$ cat src/design/tali_pkg.sv
package tali_pkg;

   localparam int FrameLenDefault = 10;
   localparam int CordicSteps = 16;
   localparam logic [15:0] WarnThresholdReset = 16'd4500;

   localparam logic signed [23:0] QuarterTurn = 24'sd2305168;
   localparam logic signed [15:0] HalfTurnOut = 16'sd18009;

   // signed work width of the cordic datapath: axis sums fit 19 bits,
   // scaled by 2^12 and grown by the cordic gain stays below 2^34
   localparam int DW = 36;
   localparam int AW = 25;

   function automatic logic signed [AW-1:0] atan_entry(input logic [3:0] i);
      logic signed [AW-1:0] r;
      case (i)
         4'd0: r = 25'sd1152584;
         4'd1: r = 25'sd680410;
         4'd2: r = 25'sd359510;
         4'd3: r = 25'sd182493;
         4'd4: r = 25'sd91601;
         4'd5: r = 25'sd45845;
         4'd6: r = 25'sd22928;
         4'd7: r = 25'sd11465;
         4'd8: r = 25'sd5732;
         4'd9: r = 25'sd2866;
         4'd10: r = 25'sd1433;
         4'd11: r = 25'sd717;
         4'd12: r = 25'sd358;
         4'd13: r = 25'sd179;
         4'd14: r = 25'sd90;
         default: r = 25'sd45;
      endcase
      return r;
   endfunction

   typedef struct packed {
      logic start;
      logic signed [DW-1:0] den;
      logic signed [DW-1:0] num;
   } cordic_cmd_type;

   typedef struct packed {
      logic done;
      logic signed [15:0] angle;
   } cordic_rsp_type;

endpackage

$ cat src/design/tali_cordic.sv
module tali_cordic (
   input  logic clock,
   input  logic reset,
   input  tali_pkg::cordic_cmd_type cmd,
   output tali_pkg::cordic_rsp_type rsp
);
   localparam int DW = tali_pkg::DW;
   localparam int AW = tali_pkg::AW;

   logic signed [DW-1:0] den_ff, den_in, num_ff, num_in;
   logic signed [AW-1:0] acc_ff, acc_in;
   logic [3:0] step_ff, step_in;
   logic busy_ff, busy_in, done_ff, done_in;
   logic signed [15:0] ang_ff, ang_in;
   logic signed [DW-1:0] dsh, nsh;
   logic signed [AW-1:0] rnd;

   always_comb begin
      den_in = den_ff;
      num_in = num_ff;
      acc_in = acc_ff;
      step_in = step_ff;
      busy_in = busy_ff;
      done_in = 1'b0;
      ang_in = ang_ff;
      dsh = den_ff >>> step_ff;
      nsh = num_ff >>> step_ff;
      rnd = (acc_ff + AW'(128)) >>> 8;
      if (cmd.start) begin
         step_in = '0;
         acc_in = '0;
         den_in = cmd.den;
         num_in = cmd.num;
         busy_in = 1'b1;
         if (cmd.num == '0) begin
            // degenerate vector, angle known at once
            busy_in = 1'b0;
            done_in = 1'b1;
            ang_in = (cmd.den < 0) ? tali_pkg::HalfTurnOut : '0;
         end else if (cmd.den < 0) begin
            if (cmd.num > 0) begin
               den_in = cmd.num;
               num_in = -cmd.den;
               acc_in = AW'(tali_pkg::QuarterTurn);
            end else begin
               den_in = -cmd.num;
               num_in = cmd.den;
               acc_in = -AW'(tali_pkg::QuarterTurn);
            end
         end
      end else if (busy_ff) begin
         if (num_ff > 0) begin
            den_in = den_ff + nsh;
            num_in = num_ff - dsh;
            acc_in = acc_ff + tali_pkg::atan_entry(step_ff);
         end else begin
            den_in = den_ff - nsh;
            num_in = num_ff + dsh;
            acc_in = acc_ff - tali_pkg::atan_entry(step_ff);
         end
         step_in = step_ff + 4'd1;
         if (step_ff == 4'(tali_pkg::CordicSteps - 1)) busy_in = 1'b0;
      end
   end

   // finishing: in the cycle after the last step, round the accumulator
   logic fin_ff, fin_in;
   assign fin_in = busy_ff && !cmd.start && step_ff == 4'(tali_pkg::CordicSteps - 1);

   always_ff @(posedge clock) begin
      den_ff <= den_in;
      num_ff <= num_in;
      acc_ff <= acc_in;
      ang_ff <= fin_ff ? rnd[15:0] : ang_in;
      if (reset) begin
         step_ff <= '0;
         busy_ff <= 1'b0;
         done_ff <= 1'b0;
         fin_ff <= 1'b0;
      end else begin
         step_ff <= step_in;
         busy_ff <= busy_in;
         done_ff <= done_in | fin_ff;
         fin_ff <= fin_in;
      end
   end

   assign rsp.done = done_ff;
   assign rsp.angle = ang_ff;
endmodule

$ cat config.mk
export PLATFORM = sky130hd
export DESIGN_NAME = tali_cordic
export DESIGN_NICKNAME = d
export VERILOG_FILES = /design/src/design/tali_pkg.sv /design/src/design/tali_cordic.sv
export SDC_FILE = /design/constraint.sdc
export NUM_CORES = 1
export LEC_CHECK = 0
export BUFFER_PORTS_ARGS = -buffer_cell sky130_fd_sc_hd__buf_4
export CORE_MARGIN = 5
export CORE_UTILIZATION = 35
export DETAILED_ROUTE_END_ITERATION = 7
export GPL_TIMING_DRIVEN = 0
export MAX_ROUTING_LAYER = met4
export SYNTH_ARGS = -nofsm -noshare
export SYNTH_HDL_FRONTEND = slang
export SYNTH_SLANG_ARGS = --single-unit
$ cat constraint.sdc
create_clock -name clock -period 8.4 [get_ports clock]
set_clock_uncertainty 0.1 [all_clocks]
set_input_delay 1.68 -clock clock [delete_from_list [all_inputs] [get_ports clock]]
set_output_delay 1.68 -clock clock [all_outputs]
set_load 0.005 [all_outputs]
# Word level (Yosys, flattened, before mapping)
# Memories as Yosys holds them, arrays and structs flattened. A register that Yosys moved wholly into a read port is not among the register bits.
# Cells that the tools add are included.
totals:
  register_bits: 120
  rom_bits: 672
  input_bits: 75
  output_inout_bits: 17
  wordCells: 74
  memories: 2
memory_table:
  columns: ["memory", "words", "width", "rd", "rd_clocked_by_memory_dff", "write_ports", "line", "source"]
  rows:
  - ["(no name shown)", 16, 21, 1, 1, 0, "tali_pkg.sv:17", "case (i)"]
  - ["(no name shown)", 16, 21, 1, 1, 0, "tali_pkg.sv:17", null]
classes:
  n_addsub: 10
  order_cmp: 3
  eq_ne: 1
  n_shift: 2
  mux: 38
  bitwise: 1
  n_reduce_logical: 9
ops:
  columns: ["operator", "n"]
  rows:
  - ["two-way mux 36 bit", 12]
  - ["two-way mux 25 bit", 12]
  - ["adder 36 bit", 2]
  - ["greater-than comparator 36 x 1 -> 1 bit, second input constant", 2]
  - ["negation 36 bit", 2]
  - [">>> shifter 36 x 4 -> 36 bit", 2]
  - ["subtractor 36 bit", 2]
  - ["two-way mux 16 bit", 3]
  - ["zero test 36 bit", 1]
  - ["less-than comparator 36 x 1 -> 1 bit, second input constant", 1]
  - ["adder 25 bit", 1]
  - ["subtractor 25 bit", 1]
  - ["adder 24 x 9 -> 24 bit, second input constant", 1]
  - ["two-way mux 4 bit", 4]
  - ["two-way mux 15 bit", 1]
  - ["two-way mux 1 bit", 6]
  - ["nonzero test 2 bit", 3]
  - ["adder 4 x 1 -> 4 bit, second input constant", 1]
  - ["equality test 4 bit, second input constant", 1]
  - ["logical AND 1 bit", 2]
  - ["AND reduction 2 bit", 1]
  - ["OR reduction 2 bit", 1]
  - ["zero test 1 bit", 1]
  - ["bitwise OR 1 bit", 1]

# Depth between registers and ports, before layout
depth:
  ltp_word: 8
  mapped_depth: 29
  mapped_depth_nobuf: 22

# Least setup slack after synthesis
# No wires, ideal clock.
synth_timing:
  kind: "reg2reg"
  startpoint: "reg step_ff[0]"
  endpoint: "reg num_ff[32] (data pin)"
  setup_time_ns: 0.256
  arrival_ns: 5.765
  required_ns: 8.044
  setup_slack_ns: 2.280
  stages_incl_launch_ff: 26
  n_path_buf: 8
  period_less_slack_ns: 6.120
  path_cell_list: "dfxtp_1 buf_4 buf_2 buf_2 buf_1 clkbuf_1 clkbuf_1 buf_1 o21ai_0 a21oi_1 ha_1 and2_1 nand3_1 nor2b_1 clkbuf_1 a21oi_1 xnor2_1 ha_1 a21o_1 a21oi_1 o221ai_1 o311a_1 o211a_1 o31a_1 or3_1 a31o_2"
synth_between:
  elab_chain_cells: 5
  word_cells_on_any_way: 6
  classes_between: "2 x add/sub; 1 x shift; 3 x mux"
synth_lines:
  columns: ["item", "line", "source"]
  rows:
  - ["start: declaration", "tali_cordic.sv:12", "logic [3:0] step_ff, step_in;"]
  - ["start signal: assignment", "tali_cordic.sv:81", "step_ff <= step_in;"]
  - [">>> shifter 36 x 4 -> 36 bit *", "tali_cordic.sv:26", "dsh = den_ff >>> step_ff;"]
  - ["adder 36 bit / subtractor 36 bit (equally long branches)", "tali_cordic.sv:58, tali_cordic.sv:54", null]
  - ["two-way mux 36 bit *", "tali_cordic.sv:52", "if (num_ff > 0) begin"]
  - ["two-way mux 36 bit *", "tali_cordic.sv:51", "end else if (busy_ff) begin"]
  - ["two-way mux 36 bit *", "tali_cordic.sv:29", "if (cmd.start) begin"]
  - ["via num_in[32]", "tali_cordic.sv:10", "logic signed [DW-1:0] den_ff, den_in, num_ff, num_in;"]
  - ["end signal: assignment", "tali_cordic.sv:72", "num_ff <= num_in;"]
  - ["end: declaration", "tali_cordic.sv:10", null]
# The timed path passes the listed nets; every way through them passes the cells marked *. The select of a mux whose other input is x is not followed.
# A chain may end at the register's enable or synchronous reset.

# Final worst setup path
layout_timing:
  startpoint: "reg step_ff[3]"
  endpoint: "reg num_ff[35] (data pin)"
# Same word-level chain as after synthesis.

==> out/results.ini <==
[setup_path]
crit_slowest_cell = clkbuf_1
critPathKind = register to register
arrival_ns = 8.46
path_max_fanout = 19
cp_slowest_stage_delay_ns = 0.89
cp-start-kind = register
path_buf_inv = 7
cp_data_required_time_ns = 8.61
cp-end-kind = register
crit_family = buffers and inverters

[place]
place.gp.congestion = 0.997
place.detailed.hpwl_mm = 69.6
dpl-instance-area_um2 = 20300
pre_cts_slack_ns = -1.15
io_buffers = 89

[yosys]
ys_warn_count = 0
synth_edf_count = 112
synth_top_area_share = 0.180
netlist_instances = 2231
synthTopCellsByArea = edfxtp_1 (18%), ha_1 (7.1%), mux4_2 (6.3%), xor2_1 (5.9%), o21ai_0 (5.1%)
synth_flop_cell = edfxtp_1
ys_ff_latch = 140
synth_area_um2 = 18700
yosysTopAreaCell = edfxtp_1
synth_nets = 2415
yosysSeqAreaShare = 0.210
synth.distinct_cells = 95
ys_async_sr_fraction = 0
syn_area_per_cell_um2 = 8.39

[power]
p_int_mw = 4.62
finalPower_mw = 10.3
p_seq_frac = 0.167
swShare = 0.550
ir_drop_v = 0.000286
switchingPower_mw = 5.65
p_per_area_nw_per_um2 = 492
power_frac_comb = 0.759
p_leak_nw = 7.86
clock_power_share = 0.074

[routing]
routedWlPerCell_um = 28.8
viasPerCell = 6.47
drc = 0
vias = 19700
first_pass_iters = 6
drt-total-wl_mm = 87.7
dr.first_iter.drc_count = 2375
antenna_left = 0

[clocking]
post-cts-setup-buffers = 0
cts_tree = built
clkLatencyLatePin_ns = 0.49
htreeDepth = 4
cts.sinks = 140
clock_path_buffers = 2
root_buffer = clkbuf_16
cts_made_buffers = 17
path_clk_slew_ns = 0.07

[sta]
rsz0062_at_grt = no
maxSlewViolCount = 0
fin_ws_ns = 0.152
worstMarginPinSlew_ns = 1.46
fmax_ghz = 0.121
hold_viol_final = 0
fin_crit_ns = 8.25
slew_headroom = 0.0245
fin_crit_sh = 0.982
setup_violations = 0

[layout]
drive_gt1_frac = 0.128
final_area_um2 = 20900
nets = 2520
area_growth_pct = 11.5

[floorplan]
die_w_um = 241
rows = 84
die_h_um = 241
io_pins = 92
core_um2 = 52800
start_util = 0.355
die_area_um2 = 58200

[grt]
grt_pass1_wl_mm = 126
gr-total-overflow = 0
grt_max_degree = 55
grt_antenna_before_repair = 3
grt_pass1_vias = 18600
gr-usage-all-layers = 0.302

[run]
maxCapViolCount = 0

[worst_hold_path]
min_path_type = register to register

[status]
status = finished, final reports clean

-- area by class of cell --
| cell class | count | area (um2) |
|---|---|---|
| fill | 5464 | 31900 |
| timing repair buffer | 91 | 703 |
| inverter | 60 | 225 |
| multi-input combinational | 1910 | 14000 |
| antenna | 2 | 5.00 |
| sequential | 140 | 3920 |
| buffer | 116 | 598 |
| clock inverter | 15 | 133 |
| tap | 688 | 861 |
| clock buffer | 17 | 425 |
-- routing by layer --
layer	vias up	track usage	wire, um
met5	-	-	0
met4	0	0.154	5230
met3	249	0.0546	7760
met2	1204	0.473	40000
met1	9484	0.374	34700
li1	8722	-	-
-- stage by stage --
| stage | TNS [ns] | instances | util | hold WS, ns |
|---|---|---|---|---|
| global placement | -12.23 | 3008 | 0.384 | 0.565 |
| floorplan | 0 | 2231 | - | 0.508 |
| finish | 0 | 3039 | 0.395 | 0.606 |
| CTS | 0 | 3038 | 0.395 | 0.615 |
| global route | 0 | 3038 | 0.395 | 0.649 |
| detailed placement | -10.70 | 3009 | 0.384 | 0.607 |
-- kinds of logic after synthesis --
group,share of synthesized area
AND/OR/NAND/NOR,0.181
buffers and inverters,0.0446
AO/OA/AOI/OAI,0.244
XOR/XNOR,0.107
adder cells (fa/ha/maj),0.0741
multiplexers,0.140
flip-flops,0.210
-- power by group through the flow --
stage          Sequential (mW)  Clock [mW]  Combinational [mW]
5_1_grt                   1.72       0.797                8.41
6_report                  1.72       0.761                7.80
4_1_cts                   1.68       0.769                7.60
3_5_place_dp              1.69           0                7.51
2_1_floorplan             1.40           0                5.55
3_3_place_gp              1.70           0                7.44
-- worst reg2reg max path, cell delays in order (launching register included) --
cell	delay (ns)
dfxtp_1	0.52
clkbuf_1	0.59
buf_4	0.35
buf_4	0.34
buf_1	0.71
clkbuf_1	0.89
a21oi_1	0.10
a21oi_1	0.23
ha_1	0.20
and2_1	0.19
nand3_1	0.14
nor2b_1	0.19
clkbuf_1	0.36
a21oi_1	0.14
xnor2_1	0.33
ha_1	0.29
clkbuf_1	0.19
a21oi_1	0.20
o21ai_0	0.09
o21ai_0	0.29
o21ai_0	0.12
nor3_1	0.32
o21ai_0	0.20
o31ai_1	0.44
xnor3_1	0.41
o22ai_1	0.14
-- cells in the mapped netlist, types with 54 or more instances --
cell type  count
nand2_1      207
xor2_1       127
mux2i_1       66
nor2_1       159
xnor2_1       99
a21oi_1      178
ha_1         106
o21ai_0      191
clkbuf_1      75
inv_1         56
edfxtp_1     112
nand3_1       54
-- worst paths after layout --
path	start	end	slack, ns	cells past startpoint
min	busy_ff$_SDFF_PP0_	fin_ff$_SDFF_PP0_	0.61	3
min reg2reg	busy_ff$_SDFF_PP0_	fin_ff$_SDFF_PP0_	0.61	3
max	step_ff[3]$_SDFFE_PP0P_	num_ff[35]$_DFFE_PP_	0.15	25
max reg2reg	step_ff[3]$_SDFFE_PP0P_	num_ff[35]$_DFFE_PP_	0.15	25
-- layout by cell type, fill, tap and decap left out, drive strengths merged, types with 14 or more instances in the layout --
| master | netlist | final |
|---|---|---|
| mux2i | 67 | 67 |
| nand3 | 54 | 54 |
| o211ai | 46 | 46 |
| o22ai | 21 | 21 |
| inv | 56 | 67 |
| xor2 | 127 | 127 |
| mux2 | 41 | 41 |
| a211oi | 28 | 28 |
| mux4 | 64 | 64 |
| o41ai | 19 | 19 |
| dfxtp | 28 | 28 |
| o31ai | 33 | 33 |
| or2 | 24 | 24 |
| nor3 | 53 | 53 |
| nand2 | 207 | 207 |
| buf | 46 | 134 |
| o21bai | 15 | 15 |
| ha | 106 | 106 |
| xnor2 | 99 | 99 |
| o21a | 14 | 14 |
| nand2b | 15 | 15 |
| nand4 | 16 | 16 |
| or3 | 27 | 27 |
| and2 | 29 | 29 |
| nor2b | 23 | 23 |
| clkbuf | 75 | 90 |
| nor4 | 22 | 22 |
| edfxtp | 112 | 112 |
| a21o | 31 | 31 |
| a31oi | 28 | 28 |
| nor2 | 159 | 159 |
| a21oi | 178 | 178 |
| o21ai | 199 | 199 |
-- what timing repair did --
item	in CTS	in global routing
setup endpoints to repair	31	14
hold buffers	0	0
resized for setup	7	5
gates cloned	0	0
(Power assumes the default switching activity.)
