===== config.mk =====
export PLATFORM = sky130hd
export DESIGN_NAME = tali_isqrt
export DESIGN_NICKNAME = d
export VERILOG_FILES = /design/src/design/tali_isqrt.sv
export SDC_FILE = /design/constraint.sdc
export NUM_CORES = 1
export LEC_CHECK = 0
export ABC_AREA = 1
export BUFFER_PORTS_ARGS = -buffer_cell sky130_fd_sc_hd__buf_2
export CAP_MARGIN = 20
export CORE_ASPECT_RATIO = 1.25
export CORE_MARGIN = 3
export CORE_UTILIZATION = 56
export CTS_CLUSTER_DIAMETER = 100
export DETAILED_ROUTE_END_ITERATION = 8
export PLACE_DENSITY = 0.78
export SETUP_SLACK_MARGIN = 0.1
export SYNTH_ARGS = -nofsm -noshare
export SYNTH_HDL_FRONTEND = slang
export SYNTH_SLANG_ARGS = --single-unit

===== constraint.sdc =====
create_clock -name clock -period 2.4 [get_ports clock]
set_input_delay 0.24 -clock clock [delete_from_list [all_inputs] [get_ports clock]]
set_output_delay 0.24 -clock clock [all_outputs]
set_load 0.02 [all_outputs]

===== src/design/tali_isqrt.sv =====
module tali_isqrt (
   input  logic clock,
   input  logic reset,
   input  logic start,
   input  logic [38:0] sq,
   output logic done,
   output logic [31:0] root
);
   // bit-serial root of sq * 2^24, one result bit per cycle
   logic [63:0] rem_ff, rem_in;
   logic [31:0] root_ff, root_in;
   logic [63:0] op_ff, op_in;
   logic [5:0] cnt_ff, cnt_in;
   logic busy_ff, busy_in, done_ff, done_in;
   logic [63:0] trial;

   always_comb begin
      rem_in = rem_ff;
      root_in = root_ff;
      op_in = op_ff;
      cnt_in = cnt_ff;
      busy_in = busy_ff;
      done_in = 1'b0;
      trial = {30'd0, root_ff, 2'b01};
      if (start) begin
         rem_in = '0;
         root_in = '0;
         op_in = {1'b0, sq, 24'd0};
         cnt_in = '0;
         busy_in = 1'b1;
      end else if (busy_ff) begin
         trial = {30'd0, root_ff, 2'b01};
         rem_in = {rem_ff[61:0], op_ff[63:62]};
         op_in = {op_ff[61:0], 2'b00};
         if (rem_in >= trial) begin
            rem_in = rem_in - trial;
            root_in = {root_ff[30:0], 1'b1};
         end else begin
            root_in = {root_ff[30:0], 1'b0};
         end
         cnt_in = cnt_ff + 6'd1;
         if (cnt_ff == 6'd31) begin
            busy_in = 1'b0;
            done_in = 1'b1;
         end
      end
   end

   always_ff @(posedge clock) begin
      rem_ff <= rem_in;
      root_ff <= root_in;
      op_ff <= op_in;
      if (reset) begin
         cnt_ff <= '0;
         busy_ff <= 1'b0;
         done_ff <= 1'b0;
      end else begin
         cnt_ff <= cnt_in;
         busy_ff <= busy_in;
         done_ff <= done_in;
      end
   end

   assign done = done_ff;
   assign root = root_ff;
endmodule


* Word-level counts from Yosys, hierarchy flattened
Cells that the tools add are included. Widths: inputs -> output; s select.
Operators by class: $add $sub $neg 2, order comparisons 1, eq/ne operators 1, mux-type cells 8, bitwise gates (word level) 1, reduce and logical (&&, ||, !) cells 3
Operator list (count):
- $mux 63 | 2
- $ge 64x34->1 | 1
- $mux 62 | 1
- $sub 62x34->62 | 1
- $add 6x1->6 const B | 1
- $eq 6x5->1 const B | 1
- $mux 1 | 5
- $reduce_or 3->1 | 1
- $reduce_bool 2->1 | 1
- $reduce_or 2->1 | 1
- $not 1->1 | 1
Storage, ports and cells: bits in registers 142, output and inout port bits 33

* Logic depth before layout (Yosys ltp)
Gate-level depths: netlist (run 1).
depth in word-level cells 4, mapped depth 18

* Worst setup path after synthesis (run 1)
Ideal clock, no wire load.
path type register to register, start reg busy_ff, end reg op_ff[24] (enable), arrival 2.033 ns, slack -0.052 ns, cell stages (with the launch flop) 5, period minus slack after synthesis 2.452 ns, path through dfxtp_1 -> clkbuf_1 -> nor2_1 -> inv_1 -> clkbuf_1
Between the ends: longest elaborated chain between the ends 1
RTL lines:
- start, declared | line 14 | logic busy_ff, busy_in, done_ff, done_in;
- start signal, assigned | line 59 | busy_ff <= busy_in;
- $reduce_bool 2->1 (no line)
- end signal, assigned | line 52 | op_ff <= op_in;
- end, declared | line 12 | logic [63:0] op_ff, op_in;
Every way passes these cells. A chain may end at the register's enable or synchronous reset.

* Worst setup path in the final report (run 1)
start reg root_ff[13], in the netlist root[13], end reg rem_ff[18]
Between the ends: longest elaborated chain between the ends 2, elaborated cells between the ends (all ways) 3
RTL lines:
- start, declared | line 11 | logic [31:0] root_ff, root_in;
- start signal, assigned | line 51 | root_ff <= root_in;
- $sub 62x34->62 / $ge 64x34->1 (equally long branches) | line 36, 35
- $mux 62 (*) | line 35 | if (rem_in >= trial) begin
- end signal, assigned | line 50 | rem_ff <= rem_in;
- end, declared | line 10 | logic [63:0] rem_ff, rem_in;
Every way passes the cells marked *; elsewhere a longest branch is shown, timed or not.

==> impl_metrics.json, run 1 <==
{
  "rsz0062_at_grt": "yes",
  "cp-end-kind": "flip-flop",
  "grt_max_degree": 54,
  "drive_gt1_share_pct": 28.1,
  "worstMarginPinSlew_ns": 1.11,
  "cts_tree": "yes",
  "fin_crit_sh_pct": 96.4,
  "final_cell_mix": "623 x nand2_1, 233 x inv_1, 116 x buf_4, 88 x nor2_1, 76 x dfxtp_1",
  "root_buffer": "clkbuf_16",
  "startpoint_type": "flip-flop",
  "outcome": "finished, final reports clean",
  "hp-class": "primary input to flip-flop",
  "grtUsageTotal_pct": 31.4,
  "wl_per_cell_um": 16.5,
  "cts-htree-levels": 4,
  "grt_pass1_vias": 10233,
  "finalNonFillerCells": 2043,
  "slew_violations": 0,
  "clkTransAtPathRegs_ns": 0.07,
  "dieArea_sq_um": 19100,
  "die_x_um": 124,
  "syn-cell-area_sq_um": 9790,
  "hold_violations": 0,
  "syn_to_final_growth_pct": 34.5,
  "ctsHoldBuffers": 0,
  "synth_fp_nets": 1699,
  "num-nets-final": 1887,
  "fin_setup_tns_ns": 0,
  "pwr_density_cell_nw_per_um2": 1690,
  "p_total_mw": 22.2,
  "p_leak_nw": 6.75,
  "peakVddDrop_mv": 0.903,
  "clk_latency_ns": 0.43,
  "synthDistinctLibCells": 32,
  "fin_skew_ns": 0.0119,
  "port_buffers": 74,
  "antenna_left": 0,
  "drcViolationCount": 0,
  "vias_per_cell": 5.42,
  "setup_viol": 0,
  "required_ns": 2.78,
  "dr.pass1.iters": 5,
  "hpwlAfterDp_um": 22900,
  "path_max_fanout": 4,
  "fin_worst_hold_slack_ns": 0.0619,
  "syn_avg_cell_area_sq_um": 6.04,
  "worstSetupPathType": "flip-flop to flip-flop",
  "fmax_ghz": 0.432,
  "grt_pass1_wl_um": 49100,
  "grt.overflow.total": 0,
  "globalplace.congestion": 1.06,
  "start_util_pct": 57.7,
  "cts_buffers": 17,
  "coreArea_sq_um": 17000,
  "diodes": 0,
  "arrival_ns": 2.69,
  "drtIter0Drc": 999,
  "period_needed_ns": 2.31,
  "cts.sinks": 142,
  "rows": 53,
  "dieHeight_um": 154,
  "ys_ff_latch": 142,
  "synth_cells": 1622,
  "drv_cap": 0,
  "final_common_cell": "nand2_1",
  "drt-total-wl_um": 33800,
  "slew_headroom_pct": 25.9,
  "dp.cells": 1984,
  "io_pins": 75,
  "vias": 11075,
  "clockBufferDepth": 2,
  "yosysSeqAreaShare_pct": 33.0,
  "synth.yosys.warnings": 0,
  "antenna_found_initial": 0
}
[synth_stat cells (all sizes together)]
| library cell | n | share of area [%] |
|---|---|---|
| a21boi | 1 | 0.077 |
| a21oi | 50 | 2.6 |
| and2 | 1 | 0.064 |
| buf | 15 | 1.2 |
| clkbuf | 26 | 1.0 |
| clkinv | 1 | 0.038 |
| dfxtp | 103 | 21 |
| edfxtp | 39 | 12 |
| ha | 35 | 4.5 |
| inv | 270 | 10 |
| nand2 | 706 | 27 |
| nand3 | 73 | 3.7 |
| nand3b | 15 | 1.1 |
| nand4 | 20 | 1.4 |
| nor2 | 135 | 5.5 |
| nor3 | 15 | 0.77 |
| nor4 | 2 | 0.13 |
| o2111ai | 1 | 0.089 |
| o21ai | 55 | 2.8 |
| o21bai | 1 | 0.077 |
| o22ai | 35 | 2.2 |
| xnor2 | 4 | 0.36 |
| xor2 | 19 | 1.7 |
[critical path, cell delays in order, from the launching register on]
cell and delay (ns):
dfxtp_1 0.34, inv_2 0.06, ha_4 0.31, nand2_4 0.07, nor2_2 0.18, nand2_1 0.08, nand2_1 0.20, inv_1 0.07
nand2_1 0.20, buf_4 0.16, xor2_1 0.22, nand2_1 0.12, o21ai_1 0.10, nand2_1 0.06, nand2_1 0.07
[worst paths after layout]
kind,slack [ns],from,endpoint,cells past startpoint
setup / recovery,0.09,root[13]$_SDFFE_PP0P_,rem_ff[18]$_SDFFE_PP0P_,14
setup reg to reg,0.09,root[13]$_SDFFE_PP0P_,rem_ff[18]$_SDFFE_PP0P_,14
hold / removal,0.06,sq[0],op_ff[24]$_SDFFCE_PN0P_,3
hold reg to reg,0.46,rem_ff[60]$_SDFFE_PP0P_,rem_ff[60]$_SDFFE_PP0P_,2
[sequential cells by signal (all words and copies together) (netlist names)]
name,flops
cnt_ff,6
done,1
op_ff,40
busy_ff,1
rem_ff,62
root,32
[through the flow]
stage | utilization, % | worst slack [ns] | instance area, sq um
after floorplan | - | 0.136 | 9800
after global placement | 65.6 | -0.0489 | 11100
after detailed placement | 65.6 | -0.104 | 11100
after CTS | 70.2 | 0.102 | 11900
after global routing | 77.6 | -0.0780 | 13200
final | 77.6 | 0.0863 | 13200
[what timing repair did]
item	in CTS	in global routing
pin swaps	4	70
buffers inserted	3	14
gates cloned	0	10
endpoints found under the setup margin	63	63
gates resized for setup	31	264
[routing by layer]
| layer | vias up | GRT usage, % | share of wire (%) |
|---|---|---|---|
| li1 | 5393 | - | - |
| met1 | 5017 | 37.3 | 38 |
| met2 | 520 | 55.2 | 50 |
| met3 | 145 | 4.76 | 5.9 |
| met4 | 0 | 15.2 | 5.9 |
| met5 | - | 0 | 0 |
[cell type report]
type                    instances  area [sq um]
multi-input cells            1168          6360
fillers                      1266          3800
flip-flops and latches        142          3270
repair buffers                210          1680
inverters                     271          1020
clock buffers                  18           429
well taps                     220           275
clock inverters                14           149
[power breakdown]
part           total [mW]  switching (mW)  internal, mW
clock                2.69            1.22          1.47
sequential           3.18           0.358          2.82
combinational        16.4            10.3          6.09
total                22.2            11.9          10.4
[cells by family after synthesis]
family,after synthesis,synth area share (%)
flops,142,33.0
simple gates,967,40.0
fa+ha+maj,35,4.47
compound gates,143,7.84
xor+xnor,23,2.06
buf+inv,312,12.6
(Power assumes the default switching activity.)
==> run 2, diff against run 1 <==
--- a/config.mk
+++ b/config.mk
@@ -10,10 +10,9 @@
 export CAP_MARGIN = 20
 export CORE_ASPECT_RATIO = 1.25
 export CORE_MARGIN = 3
-export CORE_UTILIZATION = 56
+export CORE_UTILIZATION = 35
 export CTS_CLUSTER_DIAMETER = 100
 export DETAILED_ROUTE_END_ITERATION = 8
-export PLACE_DENSITY = 0.78
 export SETUP_SLACK_MARGIN = 0.1
 export SYNTH_ARGS = -nofsm -noshare
 export SYNTH_HDL_FRONTEND = slang
==> impl_metrics.json, run 2 (synthesized netlist as in run 1, its figures left out) <==
{
  "wl_per_cell_um": 15.4,
  "cp-endpoint": "rem_ff[29]$_SDFFE_PP0P_",
  "path_buf_inv": 3,
  "grt_pass1_wl_um": 51300,
  "globalplace.congestion": 0.946,
  "cts_tree": "yes",
  "cp_top_family": "simple AND/OR/NAND/NOR gates",
  "fmax_ghz": 0.438,
  "r2r_cells": 16,
  "fill_cells": 2727,
  "worstMarginPinSlew_ns": 0.609,
  "fin_crit_sh_pct": 95.0,
  "largest_reg_flops": 62,
  "hold_violations": 0,
  "final_cell_mix": "615 x nand2_1, 241 x inv_1, 165 x buf_4, 83 x nor2_1, 78 x dfxtp_1",
  "path_cells": "inv_2 > ha_4 > nand2_1 > nand2_1 > a21oi_2 > nand2_4 > nand2_4 > nand2_4 > nand2_4 > nand4_4 > buf_12 > clkbuf_16 > nand2_4 > o21ai_1 > nand2_1 > nand2_1",
  "syn_to_final_growth_pct": 42.5,
  "rows": 67,
  "r2r-end": "rem_ff[29]$_SDFFE_PP0P_",
  "required_ns": 2.72,
  "rsz0062_at_grt": "yes",
  "cts_buffers": 17,
  "grt_max_degree": 50,
  "cp-startpoint": "root[5]$_SDFFE_PP0P_",
  "worstSetupPathType": "flip-flop to flip-flop",
  "antenna_left": 0,
  "coreArea_sq_um": 27200,
  "setup_viol": 0,
  "grt.overflow.total": 0,
  "ctsHoldBuffers": 0,
  "hp-class": "primary input to flip-flop",
  "hpwlAfterDp_um": 24900,
  "slowest_stage": "dfxtp_2",
  "vias": 10718,
  "final_common_cell": "nand2_1",
  "port_buffers": 74,
  "start_util_pct": 36.1,
  "arrival_ns": 2.60,
  "placedInstanceArea_sq_um": 11700,
  "regMostFlops": "rem_ff",
  "r2r_start": "root[5]$_SDFFE_PP0P_",
  "drt-total-wl_um": 34300,
  "cp_num_cells": 16,
  "root_buffer": "clkbuf_16",
  "p_leak_nw": 7.08,
  "crit_top_cell": "nand2_4",
  "max_stage_delay_ns": 0.33,
  "outcome": "finished, final reports clean",
  "slew_violations": 0,
  "grt_pass1_vias": 10087,
  "r2r_slack_ns": 0.12,
  "slew_headroom_pct": 59.4,
  "die_x_um": 156,
  "fin_skew_ns": 0.0149,
  "drcViolationCount": 0,
  "clk_latency_ns": 0.44,
  "drive_gt1_share_pct": 30.8,
  "antenna_found_initial": 0,
  "drtIter0Drc": 674,
  "grtUsageTotal_pct": 21.5,
  "cp-end-kind": "flip-flop",
  "period_needed_ns": 2.28,
  "peakVddDrop_mv": 0.730,
  "drv_cap": 0,
  "cts.sinks": 142,
  "clkTransAtPathRegs_ns": 0.07,
  "dieArea_sq_um": 30000,
  "cts-htree-levels": 4,
  "pwr_density_cell_nw_per_um2": 1680,
  "io_pins": 75,
  "post-route-util_pct": 51.4,
  "num-nets-final": 1941,
  "vias_per_cell": 4.82,
  "startpoint_type": "flip-flop",
  "fin_area_sq_um": 14000,
  "clockBufferDepth": 2,
  "dr.pass1.iters": 5,
  "diodes": 0,
  "path_max_fanout": 6,
  "dieHeight_um": 193
}
run 2: cell count changes in the layout (fill, tap and decap cells not counted), moves of 6 or more:
| cell | change |
|---|---|
| inv_2 | -8 |
| inv_1 | +8 |
| nand2_1 | -8 |
| nand2_4 | +12 |
| nor2_4 | +6 |
| buf_6 | +6 |
| buf_4 | +49 |
run 2: worst register-to-register path: stages, from the launching register on:
cell and delay [ns]:
dfxtp_2 0.33, inv_2 0.05, ha_4 0.25, nand2_1 0.08, nand2_1 0.11, a21oi_2 0.19
nand2_4 0.09, nand2_4 0.08, nand2_4 0.08, nand2_4 0.08, nand4_4 0.20, buf_12 0.21
clkbuf_16 0.17, nand2_4 0.05, o21ai_1 0.06, nand2_1 0.06, nand2_1 0.07
run 2: worst min-delay path by stage:
| stage | start | to | cells past startpoint |
|---|---|---|---|
| after floorplan | reset | busy_ff$_SDFF_PP0_ | 3 |
| after global placement | op_ff[61]$_DFFE_PP_ | op_ff[63]$_SDFFE_PP0P_ | 2 |
| after detailed placement | op_ff[61]$_DFFE_PP_ | op_ff[63]$_SDFFE_PP0P_ | 2 |
| after CTS | sq[1] | op_ff[25]$_SDFFCE_PN0P_ | 3 |
| after global routing | sq[30] | op_ff[54]$_DFFE_PP_ | 3 |
| final | sq[1] | op_ff[25]$_SDFFCE_PN0P_ | 3 |
run 2: layout make-up:
class | count | area [sq um] | area share, %
clock inverters | 15 | 174 | 1.25
multi-input cells | 1168 | 6560 | 47.0
inverters | 271 | 1020 | 7.29
repair buffers | 264 | 2080 | 14.9
well taps | 345 | 432 | 3.09
flip-flops and latches | 142 | 3260 | 23.4
clock buffers | 17 | 425 | 3.05
run 2: metrics by stage:
step / total power, mW / cells / setup TNS [ns] / hold WS (ns) / setup WS (ns)
after detailed placement: 17.0 / 2161 / -0.273 / 0.432 / -0.0340
after CTS: 20.5 / 2200 / 0 / 0.0461 / 0.0728
after global routing: 25.4 / 2222 / -0.0203 / 0.0662 / -0.0130
after global placement: 17.0 / 2160 / -0.0231 / 0.424 / -0.0231
after floorplan: 11.5 / 1622 / 0 / 0.400 / 0.136
final: 23.5 / 2222 / 0 / 0.0587 / 0.119
run 2: repair_timing:
item	in CTS	in global routing
resized for setup	54	285
pin swaps	10	72
buffers inserted	6	12
cloned	1	11
hold endpoints to repair	0	0
endpoints found under the setup margin	54	63
run 2: where the power goes:
part / total (mW) / switching [mW] / internal (mW)
Clock: 2.69 / 1.29 / 1.40
Combinational: 17.6 / 10.7 / 6.93
Sequential: 3.16 / 0.345 / 2.82
run 2: per-layer routing:
layer  vias up  part of all wire [%]  GRT usage, %
met1      4920                    42          26.2
li1       5494                     -             -
met3        58                   3.7          2.90
met5         -                     0             0
met2       246                    51          39.1
met4         0                   3.8          6.74
